<file path="src/rtl/servo_write_frame_builder_top_macros.svh">
// Assertion macros for the servo write frame builder.
`ifndef SERVO_WRITE_FRAME_BUILDER_TOP_MACROS_SVH
`define SERVO_WRITE_FRAME_BUILDER_TOP_MACROS_SVH
`ifndef NO_ASSERTIONS
// ante implies cons on the same edge
`define SWFB_ASSERT_IMP(label, clk, rst, ante, cons, msg) \
  label: assert property (@(posedge clk) disable iff (rst) (ante) |-> (cons)) \
    else $error(msg);
// ante implies cons on the next edge
`define SWFB_ASSERT_NXT(label, clk, rst, ante, cons, msg) \
  label: assert property (@(posedge clk) disable iff (rst) (ante) |=> (cons)) \
    else $error(msg);
`else
`define SWFB_ASSERT_IMP(label, clk, rst, ante, cons, msg)
`define SWFB_ASSERT_NXT(label, clk, rst, ante, cons, msg)
`endif
`endif

</file>
<file path="src/rtl/swfb_pkg.sv">
// Shared types and constants for the servo write frame builder.
`default_nettype none
package swfb_pkg;

  localparam logic [7:0] BYTE_HDR      = 8'hFF;
  localparam logic [7:0] LEN_WRITE     = 8'h09;
  localparam logic [7:0] INST_REG_WR   = 8'h04;
  localparam logic [7:0] LEN_ACTION    = 8'h02;
  localparam logic [7:0] INST_ACTION   = 8'h05;

  localparam logic [7:0] START_REG_RST = 8'h2A;
  localparam logic [7:0] BCAST_ID_RST  = 8'hFE;

  localparam logic [1:0] REG_START_REGISTER = 2'd0;
  localparam logic [1:0] REG_BROADCAST_ID   = 2'd1;

  // one classified command, ready to serialize
  typedef struct packed {
    logic [7:0]  servo_id;
    logic [15:0] target_position;
    logic [15:0] move_time;
    logic [15:0] move_speed;
    logic        last_command;
    logic [7:0]  start_register;
    logic [7:0]  write_csum;
    logic [7:0]  broadcast_id;
    logic [7:0]  action_csum;
  } cmd_t;

  typedef struct packed {
    logic empty;
    logic full;
  } qstat_t;

endpackage
`default_nettype wire

</file>
<file path="src/rtl/swfb_front.sv">
// Front stage: takes commands, computes both checksums, hands off to the queue.
`default_nettype none
module swfb_front (
  input  wire logic                clk,
  input  wire logic                rst,
  input  wire logic                push,
  output logic                     full,
  input  wire logic [7:0]          servo_id,
  input  wire logic [15:0]         target_position,
  input  wire logic [15:0]         move_time,
  input  wire logic [15:0]         move_speed,
  input  wire logic                last_command,
  input  wire logic [7:0]          start_register,
  input  wire logic [7:0]          broadcast_id,
  input  wire swfb_pkg::qstat_t    qstat,
  output logic                     q_push,
  output swfb_pkg::cmd_t           q_data,
  output logic                     front_valid
);

  logic [7:0] write_csum;
  logic [7:0] action_csum;
  logic [7:0] wsum;
  logic [7:0] asum;
  logic       take;

  always_comb begin
    wsum = servo_id + swfb_pkg::LEN_WRITE + swfb_pkg::INST_REG_WR + start_register
         + target_position[7:0] + target_position[15:8]
         + move_time[7:0] + move_time[15:8]
         + move_speed[7:0] + move_speed[15:8];
    asum = broadcast_id + swfb_pkg::LEN_ACTION + swfb_pkg::INST_ACTION;
    write_csum  = ~wsum;
    action_csum = ~asum;
  end

  assign q_push = front_valid && !qstat.full;
  assign full   = front_valid && qstat.full;
  assign take   = push && !full;

  always_ff @(posedge clk) begin
    if (rst) begin
      front_valid <= 1'b0;
    end else if (take) begin
      front_valid <= 1'b1;
    end else if (q_push) begin
      front_valid <= 1'b0;
    end
  end

  always_ff @(posedge clk) begin
    if (take) begin
      q_data.servo_id        <= servo_id;
      q_data.target_position <= target_position;
      q_data.move_time       <= move_time;
      q_data.move_speed      <= move_speed;
      q_data.last_command    <= last_command;
      q_data.start_register  <= start_register;
      q_data.write_csum      <= write_csum;
      q_data.broadcast_id    <= broadcast_id;
      q_data.action_csum     <= action_csum;
    end
  end

endmodule
`default_nettype wire

</file>
<file path="src/rtl/swfb_queue.sv">
// Short command queue between the front stage and the serializer.
`default_nettype none
module swfb_queue #(
  parameter int DEPTH = 2
) (
  input  wire logic             clk,
  input  wire logic             rst,
  input  wire logic             push,
  input  wire swfb_pkg::cmd_t   wdata,
  input  wire logic             pop,
  output swfb_pkg::cmd_t        rdata,
  output swfb_pkg::qstat_t      qstat
);

  localparam int PW = (DEPTH > 1) ? $clog2(DEPTH) : 1;
  localparam int CW = $clog2(DEPTH + 1);
  localparam logic [PW-1:0] PTR_LAST = PW'(DEPTH - 1);
  localparam logic [CW-1:0] CNT_FULL = CW'(DEPTH);

  swfb_pkg::cmd_t mem [DEPTH];
  logic [PW-1:0]  wr_ptr;
  logic [PW-1:0]  rd_ptr;
  logic [CW-1:0]  count;
  logic           do_push;
  logic           do_pop;

  assign qstat.empty = (count == '0);
  assign qstat.full  = (count == CNT_FULL);
  assign do_push     = push && !qstat.full;
  assign do_pop      = pop && !qstat.empty;
  assign rdata       = mem[rd_ptr];

  always_ff @(posedge clk) begin
    if (rst) begin
      wr_ptr <= '0;
      rd_ptr <= '0;
      count  <= '0;
    end else begin
      if (do_push) begin
        wr_ptr <= (wr_ptr == PTR_LAST) ? '0 : wr_ptr + PW'(1);
      end
      if (do_pop) begin
        rd_ptr <= (rd_ptr == PTR_LAST) ? '0 : rd_ptr + PW'(1);
      end
      if (do_push && !do_pop) begin
        count <= count + CW'(1);
      end else if (do_pop && !do_push) begin
        count <= count - CW'(1);
      end
    end
  end

  always_ff @(posedge clk) begin
    if (do_push) begin
      mem[wr_ptr] <= wdata;
    end
  end

endmodule
`default_nettype wire

</file>
<file path="src/rtl/swfb_back.sv">
// Serializer: walks the queue head byte by byte into the output register.
`default_nettype none
module swfb_back (
  input  wire logic             clk,
  input  wire logic             rst,
  input  wire swfb_pkg::cmd_t   cmd,
  input  wire swfb_pkg::qstat_t qstat,
  output logic                  q_pop,
  output logic                  empty,
  input  wire logic             pop,
  output logic [7:0]            tx_byte,
  output logic                  frame_end,
  output logic                  run_last
);

  localparam logic [4:0] IDX_HDR0   = 5'd0;
  localparam logic [4:0] IDX_HDR1   = 5'd1;
  localparam logic [4:0] IDX_ID     = 5'd2;
  localparam logic [4:0] IDX_LEN    = 5'd3;
  localparam logic [4:0] IDX_INST   = 5'd4;
  localparam logic [4:0] IDX_REG    = 5'd5;
  localparam logic [4:0] IDX_POS_L  = 5'd6;
  localparam logic [4:0] IDX_POS_H  = 5'd7;
  localparam logic [4:0] IDX_TIM_L  = 5'd8;
  localparam logic [4:0] IDX_TIM_H  = 5'd9;
  localparam logic [4:0] IDX_SPD_L  = 5'd10;
  localparam logic [4:0] IDX_SPD_H  = 5'd11;
  localparam logic [4:0] IDX_WCSUM  = 5'd12;
  localparam logic [4:0] IDX_AHDR0  = 5'd13;
  localparam logic [4:0] IDX_AHDR1  = 5'd14;
  localparam logic [4:0] IDX_AID    = 5'd15;
  localparam logic [4:0] IDX_ALEN   = 5'd16;
  localparam logic [4:0] IDX_AINST  = 5'd17;
  localparam logic [4:0] IDX_ACSUM  = 5'd18;

  logic [4:0] idx;
  logic [7:0] byte_sel;
  logic       end_sel;
  logic       last_sel;
  logic       out_valid;
  logic       out_ready;
  logic       load;

  always_comb begin
    unique case (idx)
      IDX_HDR0, IDX_HDR1,
      IDX_AHDR0, IDX_AHDR1: byte_sel = swfb_pkg::BYTE_HDR;
      IDX_ID:               byte_sel = cmd.servo_id;
      IDX_LEN:              byte_sel = swfb_pkg::LEN_WRITE;
      IDX_INST:             byte_sel = swfb_pkg::INST_REG_WR;
      IDX_REG:              byte_sel = cmd.start_register;
      IDX_POS_L:            byte_sel = cmd.target_position[7:0];
      IDX_POS_H:            byte_sel = cmd.target_position[15:8];
      IDX_TIM_L:            byte_sel = cmd.move_time[7:0];
      IDX_TIM_H:            byte_sel = cmd.move_time[15:8];
      IDX_SPD_L:            byte_sel = cmd.move_speed[7:0];
      IDX_SPD_H:            byte_sel = cmd.move_speed[15:8];
      IDX_WCSUM:            byte_sel = cmd.write_csum;
      IDX_AID:              byte_sel = cmd.broadcast_id;
      IDX_ALEN:             byte_sel = swfb_pkg::LEN_ACTION;
      IDX_AINST:            byte_sel = swfb_pkg::INST_ACTION;
      IDX_ACSUM:            byte_sel = cmd.action_csum;
      default:              byte_sel = swfb_pkg::BYTE_HDR;
    endcase
  end

  assign end_sel   = (idx == IDX_WCSUM) || (idx == IDX_ACSUM);
  assign last_sel  = ((idx == IDX_WCSUM) && !cmd.last_command) || (idx == IDX_ACSUM);
  assign empty     = !out_valid;
  assign out_ready = !out_valid || pop;
  assign load      = out_ready && !qstat.empty;
  assign q_pop     = load && last_sel;

  always_ff @(posedge clk) begin
    if (rst) begin
      idx       <= IDX_HDR0;
      out_valid <= 1'b0;
    end else if (load) begin
      out_valid <= 1'b1;
      idx       <= last_sel ? IDX_HDR0 : idx + 5'd1;
    end else if (out_ready) begin
      out_valid <= 1'b0;
    end
  end

  always_ff @(posedge clk) begin
    if (load) begin
      tx_byte   <= byte_sel;
      frame_end <= end_sel;
      run_last  <= last_sel;
    end
  end

endmodule
`default_nettype wire

</file>
<file path="src/rtl/servo_write_frame_builder_top.sv">
// Top level of the servo write frame builder: config registers and stage wiring.
// Each pushed command becomes a 13-byte deferred register-write frame
// (FF FF id 09 04 reg posL posH timL timH spdL spdH csum) and, when
// last_command is set, a 6-byte action frame (FF FF bcast 02 05 csum) follows.
// Result beats are single bytes; frame_end marks each checksum byte and run_last
// the final byte of a command. The serializer emits one byte per clock while pop
// is held and a command is queued, so a command occupies 13 bytes of the output,
// or 19 with the action frame; that byte serializer is what sets throughput.
// Checksums are formed in the front stage, and a QUEUE_DEPTH deep queue lets new
// commands be pushed while earlier frames are still going out. A pushed command
// passes the front register, the queue and the output register on its way out.
// start_register and broadcast_id are sampled when a command is pushed.
`default_nettype none
`include "servo_write_frame_builder_top_macros.svh"
module servo_write_frame_builder_top #(
  parameter int QUEUE_DEPTH = 2
) (
  input  wire logic        clk,
  input  wire logic        rst,
  // command side
  input  wire logic        push,
  output logic             full,
  input  wire logic [7:0]  servo_id,
  input  wire logic [15:0] target_position,
  input  wire logic [15:0] move_time,
  input  wire logic [15:0] move_speed,
  input  wire logic        last_command,
  // byte side
  output logic             empty,
  input  wire logic        pop,
  output logic [7:0]       tx_byte,
  output logic             frame_end,
  output logic             run_last,
  // config write port
  input  wire logic        cfg_write,
  input  wire logic [1:0]  cfg_index,
  input  wire logic [7:0]  cfg_data
);

  logic              [7:0] start_register;
  logic              [7:0] broadcast_id;
  logic                    q_push;
  logic                    q_pop;
  logic                    front_valid;
  swfb_pkg::cmd_t          q_wdata;
  swfb_pkg::cmd_t          q_rdata;
  swfb_pkg::qstat_t        qstat;

  // config registers; unknown indexes fall through and are dropped
  always_ff @(posedge clk) begin
    if (rst) begin
      start_register <= swfb_pkg::START_REG_RST;
      broadcast_id   <= swfb_pkg::BCAST_ID_RST;
    end else if (cfg_write) begin
      case (cfg_index)
        swfb_pkg::REG_START_REGISTER: start_register <= cfg_data;
        swfb_pkg::REG_BROADCAST_ID:   broadcast_id   <= cfg_data;
        default: ;
      endcase
    end
  end

  // front: capture command, build checksums
  swfb_front u_front (
    .clk             (clk),
    .rst             (rst),
    .push            (push),
    .full            (full),
    .servo_id        (servo_id),
    .target_position (target_position),
    .move_time       (move_time),
    .move_speed      (move_speed),
    .last_command    (last_command),
    .start_register  (start_register),
    .broadcast_id    (broadcast_id),
    .qstat           (qstat),
    .q_push          (q_push),
    .q_data          (q_wdata),
    .front_valid     (front_valid)
  );

  // decoupling queue
  swfb_queue #(
    .DEPTH (QUEUE_DEPTH)
  ) u_queue (
    .clk   (clk),
    .rst   (rst),
    .push  (q_push),
    .wdata (q_wdata),
    .pop   (q_pop),
    .rdata (q_rdata),
    .qstat (qstat)
  );

  // back: byte serializer with output register
  swfb_back u_back (
    .clk       (clk),
    .rst       (rst),
    .cmd       (q_rdata),
    .qstat     (qstat),
    .q_pop     (q_pop),
    .empty     (empty),
    .pop       (pop),
    .tx_byte   (tx_byte),
    .frame_end (frame_end),
    .run_last  (run_last)
  );

  // the last byte of a command always closes a frame
  `SWFB_ASSERT_IMP(a_last_is_end, clk, rst, !empty && run_last, frame_end, "run_last w/o end")
  // serializer retires a command only when one is queued
  `SWFB_ASSERT_IMP(a_pop_nonempty, clk, rst, q_pop, !qstat.empty, "queue popped while empty")
  // backpressure only when the front stage holds a command
  `SWFB_ASSERT_IMP(a_full_front, clk, rst, full, front_valid && qstat.full, "full w/o command")
  // a retired command frees a queue slot on the next edge
  `SWFB_ASSERT_NXT(a_pop_frees, clk, rst, q_pop && !q_push, !qstat.full, "still full after pop")

endmodule
`default_nettype wire

</file>
<file path="config.mk">
export PLATFORM = sky130hd
export DESIGN_NAME = servo_write_frame_builder_top
export DESIGN_NICKNAME = d
export VERILOG_FILES = /design/src/rtl/swfb_pkg.sv /design/src/rtl/swfb_front.sv /design/src/rtl/swfb_queue.sv /design/src/rtl/swfb_back.sv /design/src/rtl/servo_write_frame_builder_top.sv
export VERILOG_INCLUDE_DIRS = /design/src /design/src/rtl
export SDC_FILE = /design/constraint.sdc
export NUM_CORES = 1
export LEC_CHECK = 0
export BUFFER_PORTS_ARGS = -buffer_cell sky130_fd_sc_hd__buf_2
export CORE_MARGIN = 2
export CORE_UTILIZATION = 40
export CTS_BUF_LIST = sky130_fd_sc_hd__clkbuf_4
export DETAILED_ROUTE_END_ITERATION = 8
export MAX_ROUTING_LAYER = met4
export RECOVER_POWER = 50
export SKIP_LAST_GASP = 1
export SLEW_MARGIN = 20
export SYNTH_ARGS = -nofsm -noshare
export SYNTH_HDL_FRONTEND = slang
export SYNTH_SLANG_ARGS = --single-unit
</file>
<file path="constraint.sdc">
create_clock -name clk -period 5.95 [get_ports clk]
set_input_delay 0.595 -clock clk [delete_from_list [all_inputs] [get_ports clk]]
set_output_delay 0.595 -clock clk [all_outputs]
set_load 0.02 [all_outputs]
</file>
==> results of run 1 <==
[through the flow]
stage,power (mW),area [um^2],hold slack [ps]
global placement,3.45,13500,423
global route,5.61,14500,40.0
finish,5.30,14500,92.8
CTS,5.38,14500,5.39
detailed placement,3.48,13500,430
floorplan,3.21,12600,421
[layout by cell type, fill, tap and decap left out, drive strengths merged, types with 5 or more instances in the layout]
cell	instances
edfxtp	274
clkbuf	163
inv	86
mux2i	62
buf	44
fa	38
nand2	31
dfxtp	28
nor2	24
ha	22
xnor2	18
o22ai	17
clkinv	16
a21oi	15
a22oi	14
xor2	13
mux2	12
nand3	11
nand3b	9
o21ai	8
or3	7
o221ai	7
a221oi	6
nor2b	6
or4	5
[cells by family (layout without fill, tap and decap cells)]
kind of cell               after synthesis  in the layout  share of synthesized area (%)
muxes                                   74             74                           6.08
AOI/OAI and AO/OA                       84             84                           4.56
other                                    0              1                              0
adders and majority gates               60             60                           8.21
and+or+nand+nor                        126            126                           5.57
buffers and inverters                  112            315                           3.81
DFF                                    302            302                           69.6
xor gates and xnor gates                31             31                           2.15
[power by group through the flow]
stage | Clock, mW | Combinational, mW | Sequential [mW]
floorplan | 0 | 0.574 | 2.64
global placement | 0 | 0.812 | 2.64
detailed placement | 0 | 0.828 | 2.65
CTS | 1.94 | 0.835 | 2.60
global route | 2.06 | 0.932 | 2.62
finish | 1.88 | 0.813 | 2.60
[flip-flops by register name (all words and copies together), names as in the netlist, 2 cells and up, named ones only]
| name | count |
|---|---|
| broadcast_id | 8 |
| u_back.idx | 5 |
| u_queue.count | 2 |
| u_front.q_data | 88 |
| u_queue.mem | 176 |
| u_back.tx_byte | 8 |
| start_register | 8 |
[layer usage]
metal	global-route usage, %	part of all wire, %	up-vias
met4	7.12	2.5	0
met5	-	0	-
met1	21.2	43	3308
li1	-	-	3253
met2	27.2	48	221
met3	4.31	5.8	45
[worst paths after layout]
| path | to | slack (ps) | startpoint |
|---|---|---|---|
| hold reg to reg | u_queue.mem[1][2]$_DFFE_PP_ | 430 | u_front.q_data[2]$_DFFE_PP_ |
| setup / recovery | u_front.q_data[23]$_DFFE_PP_ | 1890 | start_register[3]$_SDFFE_PP1P_ |
| setup reg to reg | u_front.q_data[23]$_DFFE_PP_ | 1890 | start_register[3]$_SDFFE_PP1P_ |
| hold / removal | u_front.q_data[84]$_DFFE_PP_ | 90 | servo_id[3] |
[area by class of cell]
cell class | count | area share [%]
flip-flops and latches | 302 | 60.7
multi-input cells | 375 | 23.3
clock buffers | 117 | 6.07
well taps | 402 | 3.47
repair buffers | 91 | 2.89
inverters | 85 | 2.20
clock inverters | 22 | 1.36
diodes | 1 | 0.0173
==> flow_summary.ini, run 1 <==
[run_status]
status = finished with violations
violations = capacitance limit, slew limit

[detailed_routing]
via_per_inst = 4.89
drtIter0Drc = 443
drc = 0
firstDrtPassIters = 5
wl_per_cell_um = 19.1
drtAntennaViolNets = 0
wl_um = 26700
vias = 6827

[yosys]
yosysTopAreaCell = edfxtp_1
ys_ff_latch = 302
syn_area_per_cell_um2 = 16.0
async_flop_share_pct = 0
seq_area_frac_synth_pct = 69.6
yosys.area.top_type_share_pct = 65.2
synth_commonest_cells = 274 x edfxtp_1, 85 x inv_1, 62 x mux2i_1
synthTopCellsByArea = edfxtp_1 65%, fa_1 6.0%, mux2i_1 4.9%
ys_warn_count = 0
synth-edff-count = 274
synthDistinctLibCells = 58
syn-num-nets = 921
syn_inst = 789
synth_flop_cell = edfxtp_1
netlist_area_mm2 = 0.0126
synth_most_common_cell = edfxtp_1

[die]
io_pins = 84
core-area_mm2 = 0.0313
die_w_um = 182
die_h_um = 182
fp-row-count = 65
dieArea_mm2 = 0.0330
start_util_pct = 40.3

[clock_network]
cts_tree = yes
cts-resized-gates = 0
cts_sinks = 302
clkTransAtPathRegs_ps = 70
ctsHoldBuffers = 0
postCtsSetupRepairBufs = 0
cts_buffers = 78
clk_path_buf_depth = 3
clk_latency_ps = 700
h-tree-depth = 3
cts-root-buf = clkbuf_4

[sta]
worst_pin_slew_ps = 1690
fmax_mhz = 246
drv_slew = 12
report.final.hold_viol_count = 0
final.setup.tns_ps = 0
fin_skew_ps = 45.3
setup_viol = 0
fin_ws_ps = 1890
rsz0062_at_grt = false
finalCritPeriodShare_pct = 68.2
fin_crit_ps = 4060
max_slew_margin_pct = -12.7

[power]
pwr-share-seq_pct = 49.1
p_sw_mw = 1.36
cellPowerDensity_mw_per_mm2 = 366
p_leak_nw = 5.15
p_sw_share_pct = 25.6
vdd_ir_drop_max_uv = 153
p_int_mw = 3.95
clockPowerShare_pct = 35.5
pwr-share-comb_pct = 15.3

[final_layout]
fillerInstances = 2777
utilization_pct = 46.2
register_area_mm2 = 0.00879
layout-drive-gt1-share_pct = 18.5
nets = 1065
multi_input_area_mm2 = 0.00337
areaGrowthSynthToFinish_pct = 14.7
layout.cells.non_filler = 1395

[setup_path]
endpoint_kind = flop
crit_chain = fa_1 -> fa_1 -> fa_1 -> inv_1 -> fa_1 -> inv_1 -> ha_1 -> a21o_1 -> a21oi_1 -> o21bai_1 -> a21oi_1 -> xnor2_1
cp.depth = 12
cp_common_cell = fa_1
worstPathBufferInverterCount = 2
path_class = flop to flop
start_kind = flop
crit_slowest_cell = fa_1
crit_arrival_ps = 4490
cp.required_ps = 6380
reg2reg_depth = 12
crit_fanout = 3
critical_path.top_delay_family = adder cells
slowest_delay_ps = 590

[global_route]
grt-ovfl-total = 0
track_usage_pct = 17.2
grt_pass1_wl_um = 40600
grt_pass1_vias = 7120
grt_max_degree = 75
antenna_found_initial = 2

[placed_design]
io_buffers = 83
gp_congestion = 0.820
hpwl_um = 17700
dpl.cell_count = 1254
dpl_worst_slack_ps = 1640

[hold_path]
min_path_cells = 1
hold_path_class = input pin to flop

[job]
cap_violations = 1
(Power assumes the default switching activity.)
==> inputs of run 2 (changes only) <==
==> constraint.sdc (replaced) <==
create_clock -name clk -period 3.41 [get_ports clk]
set_input_delay 0.341 -clock clk [delete_from_list [all_inputs] [get_ports clk]]
set_output_delay 0.341 -clock clk [all_outputs]
set_load 0.02 [all_outputs]
==> run 2 against run 1 <==
  * The flow finishes with violations (setup timing)
  * Maximum frequency rose by 12%
  * Worst setup slack lost 2100 ps
  * Sequential cell count unchanged
  * Non-clock buffer count grew 107
  * Power rose by 79%
  * Global-route usage up 0.90 points
  * Die area is the same
  * Combinational power up 130%
  * Cell area increased by 6.7%
  * Sequential power rose by 75%
  * Largest cell class unchanged
==> flow_summary.ini, run 2 (synthesized netlist as in run 1, its figures left out) <==
[run_status]
status = finished with violations
violations = setup timing

[setup_path]
path_class = flop to flop
start_kind = flop
cp.required_ps = 3840
crit_fanout = 2
crit_arrival_ps = 4060
endpoint_kind = flop

[die]
start_util_pct = 40.3
dieArea_mm2 = 0.0330
die_h_um = 182
die_w_um = 182
fp-row-count = 65
io_pins = 84
core-area_mm2 = 0.0313

[power]
p_int_mw = 7.00
p_sw_share_pct = 26.1
pwr-share-seq_pct = 47.9
cellPowerDensity_mw_per_mm2 = 613
clockPowerShare_pct = 32.2
vdd_ir_drop_max_uv = 256
p_leak_nw = 5.61
pwr-share-comb_pct = 19.9
p_sw_mw = 2.47

[sta]
fin_ws_ps = -218
fmax_mhz = 276
setup_viol = 4
rsz0062_at_grt = true
report.final.hold_viol_count = 0
finalCritPeriodShare_pct = 106
drv_slew = 0
final.setup.tns_ps = -617
worst_pin_slew_ps = 1110
max_slew_margin_pct = 25.8
fin_skew_ps = 33.9
fin_crit_ps = 3630

[global_route]
grt_max_degree = 89
grt_pass1_wl_um = 43100
track_usage_pct = 18.1
antenna_found_initial = 2
grt_pass1_vias = 7597
grt-ovfl-total = 0

[detailed_routing]
drc = 0
wl_met3_um = 1870
wl_met1_um = 12200
drtAntennaViolNets = 0
wl_um = 28200
via_per_inst = 4.92
routed.top_layer = met4
wl_per_cell_um = 18.8
vias = 7358
firstDrtPassIters = 6
drtIter0Drc = 507
wl_met2_um = 13600

[clock_network]
cts_buffers = 78
clkTransAtPathRegs_ps = 70
clk_path_buf_depth = 3
h-tree-depth = 3
clk_latency_ps = 680
cts_sinks = 302
cts-root-buf = clkbuf_4
cts_tree = yes

[final_layout]
largestRegisters = u_queue.mem x176, u_front.q_data x88
final_cell_mix = 274 x edfxtp_1, 137 x clkbuf_4, 82 x inv_1
register_area_mm2 = 0.00880
areaGrowthSynthToFinish_pct = 22.4
layout_commonest_cell = edfxtp_1
largest_reg_flops = 176
final_area_mm2 = 0.0155
multi_input_area_mm2 = 0.00342
layout-drive-gt1-share_pct = 22.4
nets = 1172
top_register = u_queue.mem
fillerInstances = 2736

[hold_path]
hold_path_class = input pin to flop

[job]
cap_violations = 0

[placed_design]
dpl_worst_slack_ps = -446
hpwl_um = 18300
gp_congestion = 0.866
dpl-instance-area_mm2 = 0.0138
io_buffers = 83
[run 2: cell types whose count changed in the layout (fill, tap and decap cells not counted), moves of 4 or more]
| cell | delta |
|---|---|
| buf_12 | +4 |
| buf_2 | +4 |
| buf_4 | +26 |
| bufinv_16 | -4 |
| clkbuf_1 | -4 |
| clkbuf_4 | +20 |
| clkinv_1 | -9 |
| dlygate4sd3_1 | +66 |
[run 2: per-layer routing]
metal | global-route usage, % | up-vias
met2 | 28.6 | 247
met1 | 22.9 | 3614
met5 | - | -
met3 | 4.57 | 41
met4 | 6.05 | 0
li1 | - | 3456
[run 2: power groups by stage]
stage	combinational, mW	sequential [mW]	clock, mW
after global placement	1.74	4.60	0
after global routing	2.09	4.56	3.33
after detailed placement	1.78	4.61	0
final	1.89	4.54	3.05
after floorplan	1.08	4.60	0
after CTS	1.84	4.53	3.12
[run 2: worst max-delay path: stages, from the launching register on]
cell and delay (ps):
dfxtp_4 360, fa_2 530, inv_2 40, fa_1 480, inv_1 50, fa_1 470
inv_1 50, fa_1 420, inv_1 70, ha_2 180, inv_2 40, fa_2 350
inv_1 70, a21o_1 120, a21oi_2 50, xor2_1 130
[run 2: layout make-up]
cell class,instances,area share [%]
clock buffers,126,6.12
flip-flops and latches,302,56.9
repair buffers,198,9.33
clock inverters,6,0.162
inverters,85,2.06
well taps,402,3.26
multi-input cells,375,22.1
diodes,2,0.0324
[run 2: per-stage QoR]
step / cells / power [mW] / utilization (%) / hold WS (ps)
after floorplan: 789 / 5.67 / - / 421
after global placement: 1294 / 6.34 / 44.2 / 422
after detailed placement: 1294 / 6.39 / 44.2 / 430
after CTS: 1493 / 9.50 / 49.4 / 61.4
after global routing: 1496 / 9.98 / 49.4 / 70.8
final: 1496 / 9.47 / 49.4 / 103
[run 2: path summary, 6_finish.rpt]
check	startpoint	end	slack, ps	depth (start not counted)
worst max-delay path	start_register[2]$_SDFFE_PP0P_	u_front.q_data[22]$_DFFE_PP_	-220	15
worst min-delay path	rst	u_front.front_valid$_SDFFE_PP0P_	100	2
worst max register to register	start_register[2]$_SDFFE_PP0P_	u_front.q_data[22]$_DFFE_PP_	-220	15
worst min register to register	u_front.q_data[48]$_DFFE_PP_	u_queue.mem[1][48]$_DFFE_PP_	430	0
[run 2: timing repair]
action | 4_1_cts | 5_1_grt
gates resized for setup | 2 | 6
pin swaps | 1 | 0
hold buffers | 67 | 0
hold endpoints to repair | 74 | 0
gates cloned | 0 | 0
endpoints found under the setup margin | 4 | 5
buffers inserted | 0 | 1
==> inputs of run 3 (changes only) <==
--- a/config.mk
+++ b/config.mk
@@ -12,6 +12,7 @@
 export CTS_BUF_LIST = sky130_fd_sc_hd__clkbuf_4
 export DETAILED_ROUTE_END_ITERATION = 8
 export MAX_ROUTING_LAYER = met4
+export PLACE_DENSITY_LB_ADDON = 0.3
 export RECOVER_POWER = 50
 export SKIP_LAST_GASP = 1
 export SLEW_MARGIN = 20
==> run 3 against run 2 <==
  * The flow finishes with violations (capacitance limit, slew limit, setup timing)
  * Non-clock buffer count grew 4
  * Hold slack gained 13 ps
  * Global-route usage grew 0.29 points
  * Worst setup slack gained 6.1 ps
  * Register-to-register slack is essentially flat
  * Wire length grew 0.84%
  * Clock skew shrank 3.9 ps
  * Sequential power is essentially flat
  * Critical endpoint unchanged
  * Largest cell class unchanged
==> flow_summary.ini, run 3 (synthesized netlist as in run 1, its figures left out) <==
[global_route]
grt_pass1_vias = 7804
track_usage_pct = 18.4
grt-ovfl-total = 0
grt_max_degree = 89
grt_pass1_wl_um = 44100
antenna_found_initial = 1

[detailed_routing]
wl_met2_um = 13600
wl_um = 28400
vias = 7402
via_per_inst = 4.92
firstDrtPassIters = 5
wl_met3_um = 1730
routed.top_layer = met4
wl_per_cell_um = 18.9
drtAntennaViolNets = 0
drc = 0
drtIter0Drc = 513
wl_met1_um = 12200

[placed_design]
dpl_worst_slack_ps = -490
gp_congestion = 0.852
io_buffers = 83
hpwl_um = 19000

[sta]
rsz0062_at_grt = true
fin_skew_ps = 30.0
fmax_mhz = 276
worst_pin_slew_ps = 2070
drv_slew = 12
finalCritPeriodShare_pct = 106
fin_crit_ps = 3620
max_slew_margin_pct = -38.5
setup_viol = 4
report.final.hold_viol_count = 0
fin_ws_ps = -212

[hold_path]
hold_path_class = input pin to flop
min_path_cells = 2
hp-start = rst

[setup_path]
crit_slowest_cell = fa_1
timing.rr.start = start_register[2]$_SDFFE_PP0P_
slowest_delay_ps = 500
worstPathBufferInverterCount = 6
crit_fanout = 2
crit_chain = fa_1 -> inv_2 -> fa_1 -> inv_1 -> fa_1 -> inv_1 -> fa_1 -> inv_1 -> ha_2 -> inv_2 -> fa_2 -> inv_1 -> a21o_1 -> a21oi_2 -> xor2_1
start_kind = flop
reg2reg_depth = 15
endpoint_kind = flop
cp.required_ps = 3830
crit_arrival_ps = 4040
path_class = flop to flop
ff2ff_setup_slack_ps = -210
critical_path.top_delay_family = adder cells
rr_endpoint = u_front.q_data[22]$_DFFE_PP_

[run_status]
violations = capacitance limit, slew limit, setup timing
status = finished with violations

[clock_network]
cts-root-buf = clkbuf_4
clk_latency_ps = 670
cts_tree = yes
clk_path_buf_depth = 3
h-tree-depth = 3
clkTransAtPathRegs_ps = 70
cts_sinks = 302
cts_buffers = 79

[final_layout]
layout-drive-gt1-share_pct = 21.7
largest_reg_flops = 176
final_cell_mix = 274 x edfxtp_1, 138 x clkbuf_4, 83 x inv_1
utilization_pct = 49.6
areaGrowthSynthToFinish_pct = 23.0
largestRegisters = u_queue.mem x176, u_front.q_data x88
nets = 1177
layout_commonest_cell = edfxtp_1
top_register = u_queue.mem
fillerInstances = 2710

[power]
p_sw_share_pct = 25.8
p_int_mw = 7.11
cellPowerDensity_mw_per_mm2 = 617
p_leak_nw = 5.64
pwr-share-seq_pct = 47.4
clockPowerShare_pct = 32.9
pwr-share-comb_pct = 19.7
vdd_ir_drop_max_uv = 305
p_sw_mw = 2.47

[die]
io_pins = 84
die_h_um = 182
dieArea_mm2 = 0.0330
start_util_pct = 40.3
fp-row-count = 65
core-area_mm2 = 0.0313
die_w_um = 182

[job]
cap_violations = 1
run 3: changes by cell type in the layout (fill, tap and decap cells not counted), sizes merged:
cell    change
clkbuf      +6
buf         -5
clkinv      +5
bufinv      +2
run 3: area by class of cell:
| type | count | area (um^2) | area share (%) |
|---|---|---|---|
| Antenna cell | 2 | 5.00 | 0.0322 |
| Clock inverter | 13 | 101 | 0.653 |
| Multi-Input combinational cell | 375 | 3410 | 22.0 |
| Clock buffer | 123 | 923 | 5.95 |
| Inverter | 85 | 319 | 2.05 |
| Tap cell | 402 | 503 | 3.24 |
| Timing Repair Buffer | 202 | 1470 | 9.44 |
| Sequential cell | 302 | 8790 | 56.6 |
run 3: power by group through the flow:
stage	clock network (mW)	logic, mW	registers, mW
after global routing	3.46	2.12	4.56
after global placement	0	1.71	4.60
final	3.15	1.89	4.54
after detailed placement	0	1.74	4.62
after CTS	3.26	1.87	4.54
after floorplan	0	1.08	4.60
run 3: metal layers:
metal  global-route usage [%]  up-vias
met5                        -        -
met4                     7.77        0
met3                     3.41       55
met2                     28.8      260
met1                     23.7     3617
li1                         -     3470
run 3: worst max-delay path by stage:
stage / startpoint / endpoint / slack (ps) / cells past startpoint
2_1_floorplan: move_speed[3] / u_front.q_data[23]$_DFFE_PP_ / -210 / 12
3_3_place_gp: move_speed[3] / u_front.q_data[23]$_DFFE_PP_ / -460 / 13
3_5_place_dp: move_speed[3] / u_front.q_data[23]$_DFFE_PP_ / -490 / 13
4_1_cts: start_register[3]$_SDFFE_PP1P_ / u_front.q_data[23]$_DFFE_PP_ / -290 / 12
5_1_grt: start_register[3]$_SDFFE_PP1P_ / u_front.q_data[23]$_DFFE_PP_ / -320 / 12
6_report: start_register[2]$_SDFFE_PP0P_ / u_front.q_data[22]$_DFFE_PP_ / -210 / 15
run 3: what timing repair did:
item / CTS / global route
cloned: 0 / 0
pin swaps: 8 / 6
gates resized for setup: 3 / 3
setup endpoints to repair: 4 / 4
setup buffers: 2 / 1
hold buffers: 67 / 0
endpoints found under the hold margin: 74 / 0
run 3: stage by stage:
stage               cell area (um^2)  hold slack (ps)  std cells  setup TNS, ps  total power [mW]
floorplan                      12700              421        789           -349              5.67
CTS                            15600             49.8       1502           -744              9.67
detailed placement             13900              430       1298          -1610              6.36
finish                         15500              115       1504           -494              9.58
global route                   15500             90.3       1504           -993              10.1
global placement               13900              422       1298          -1480              6.31
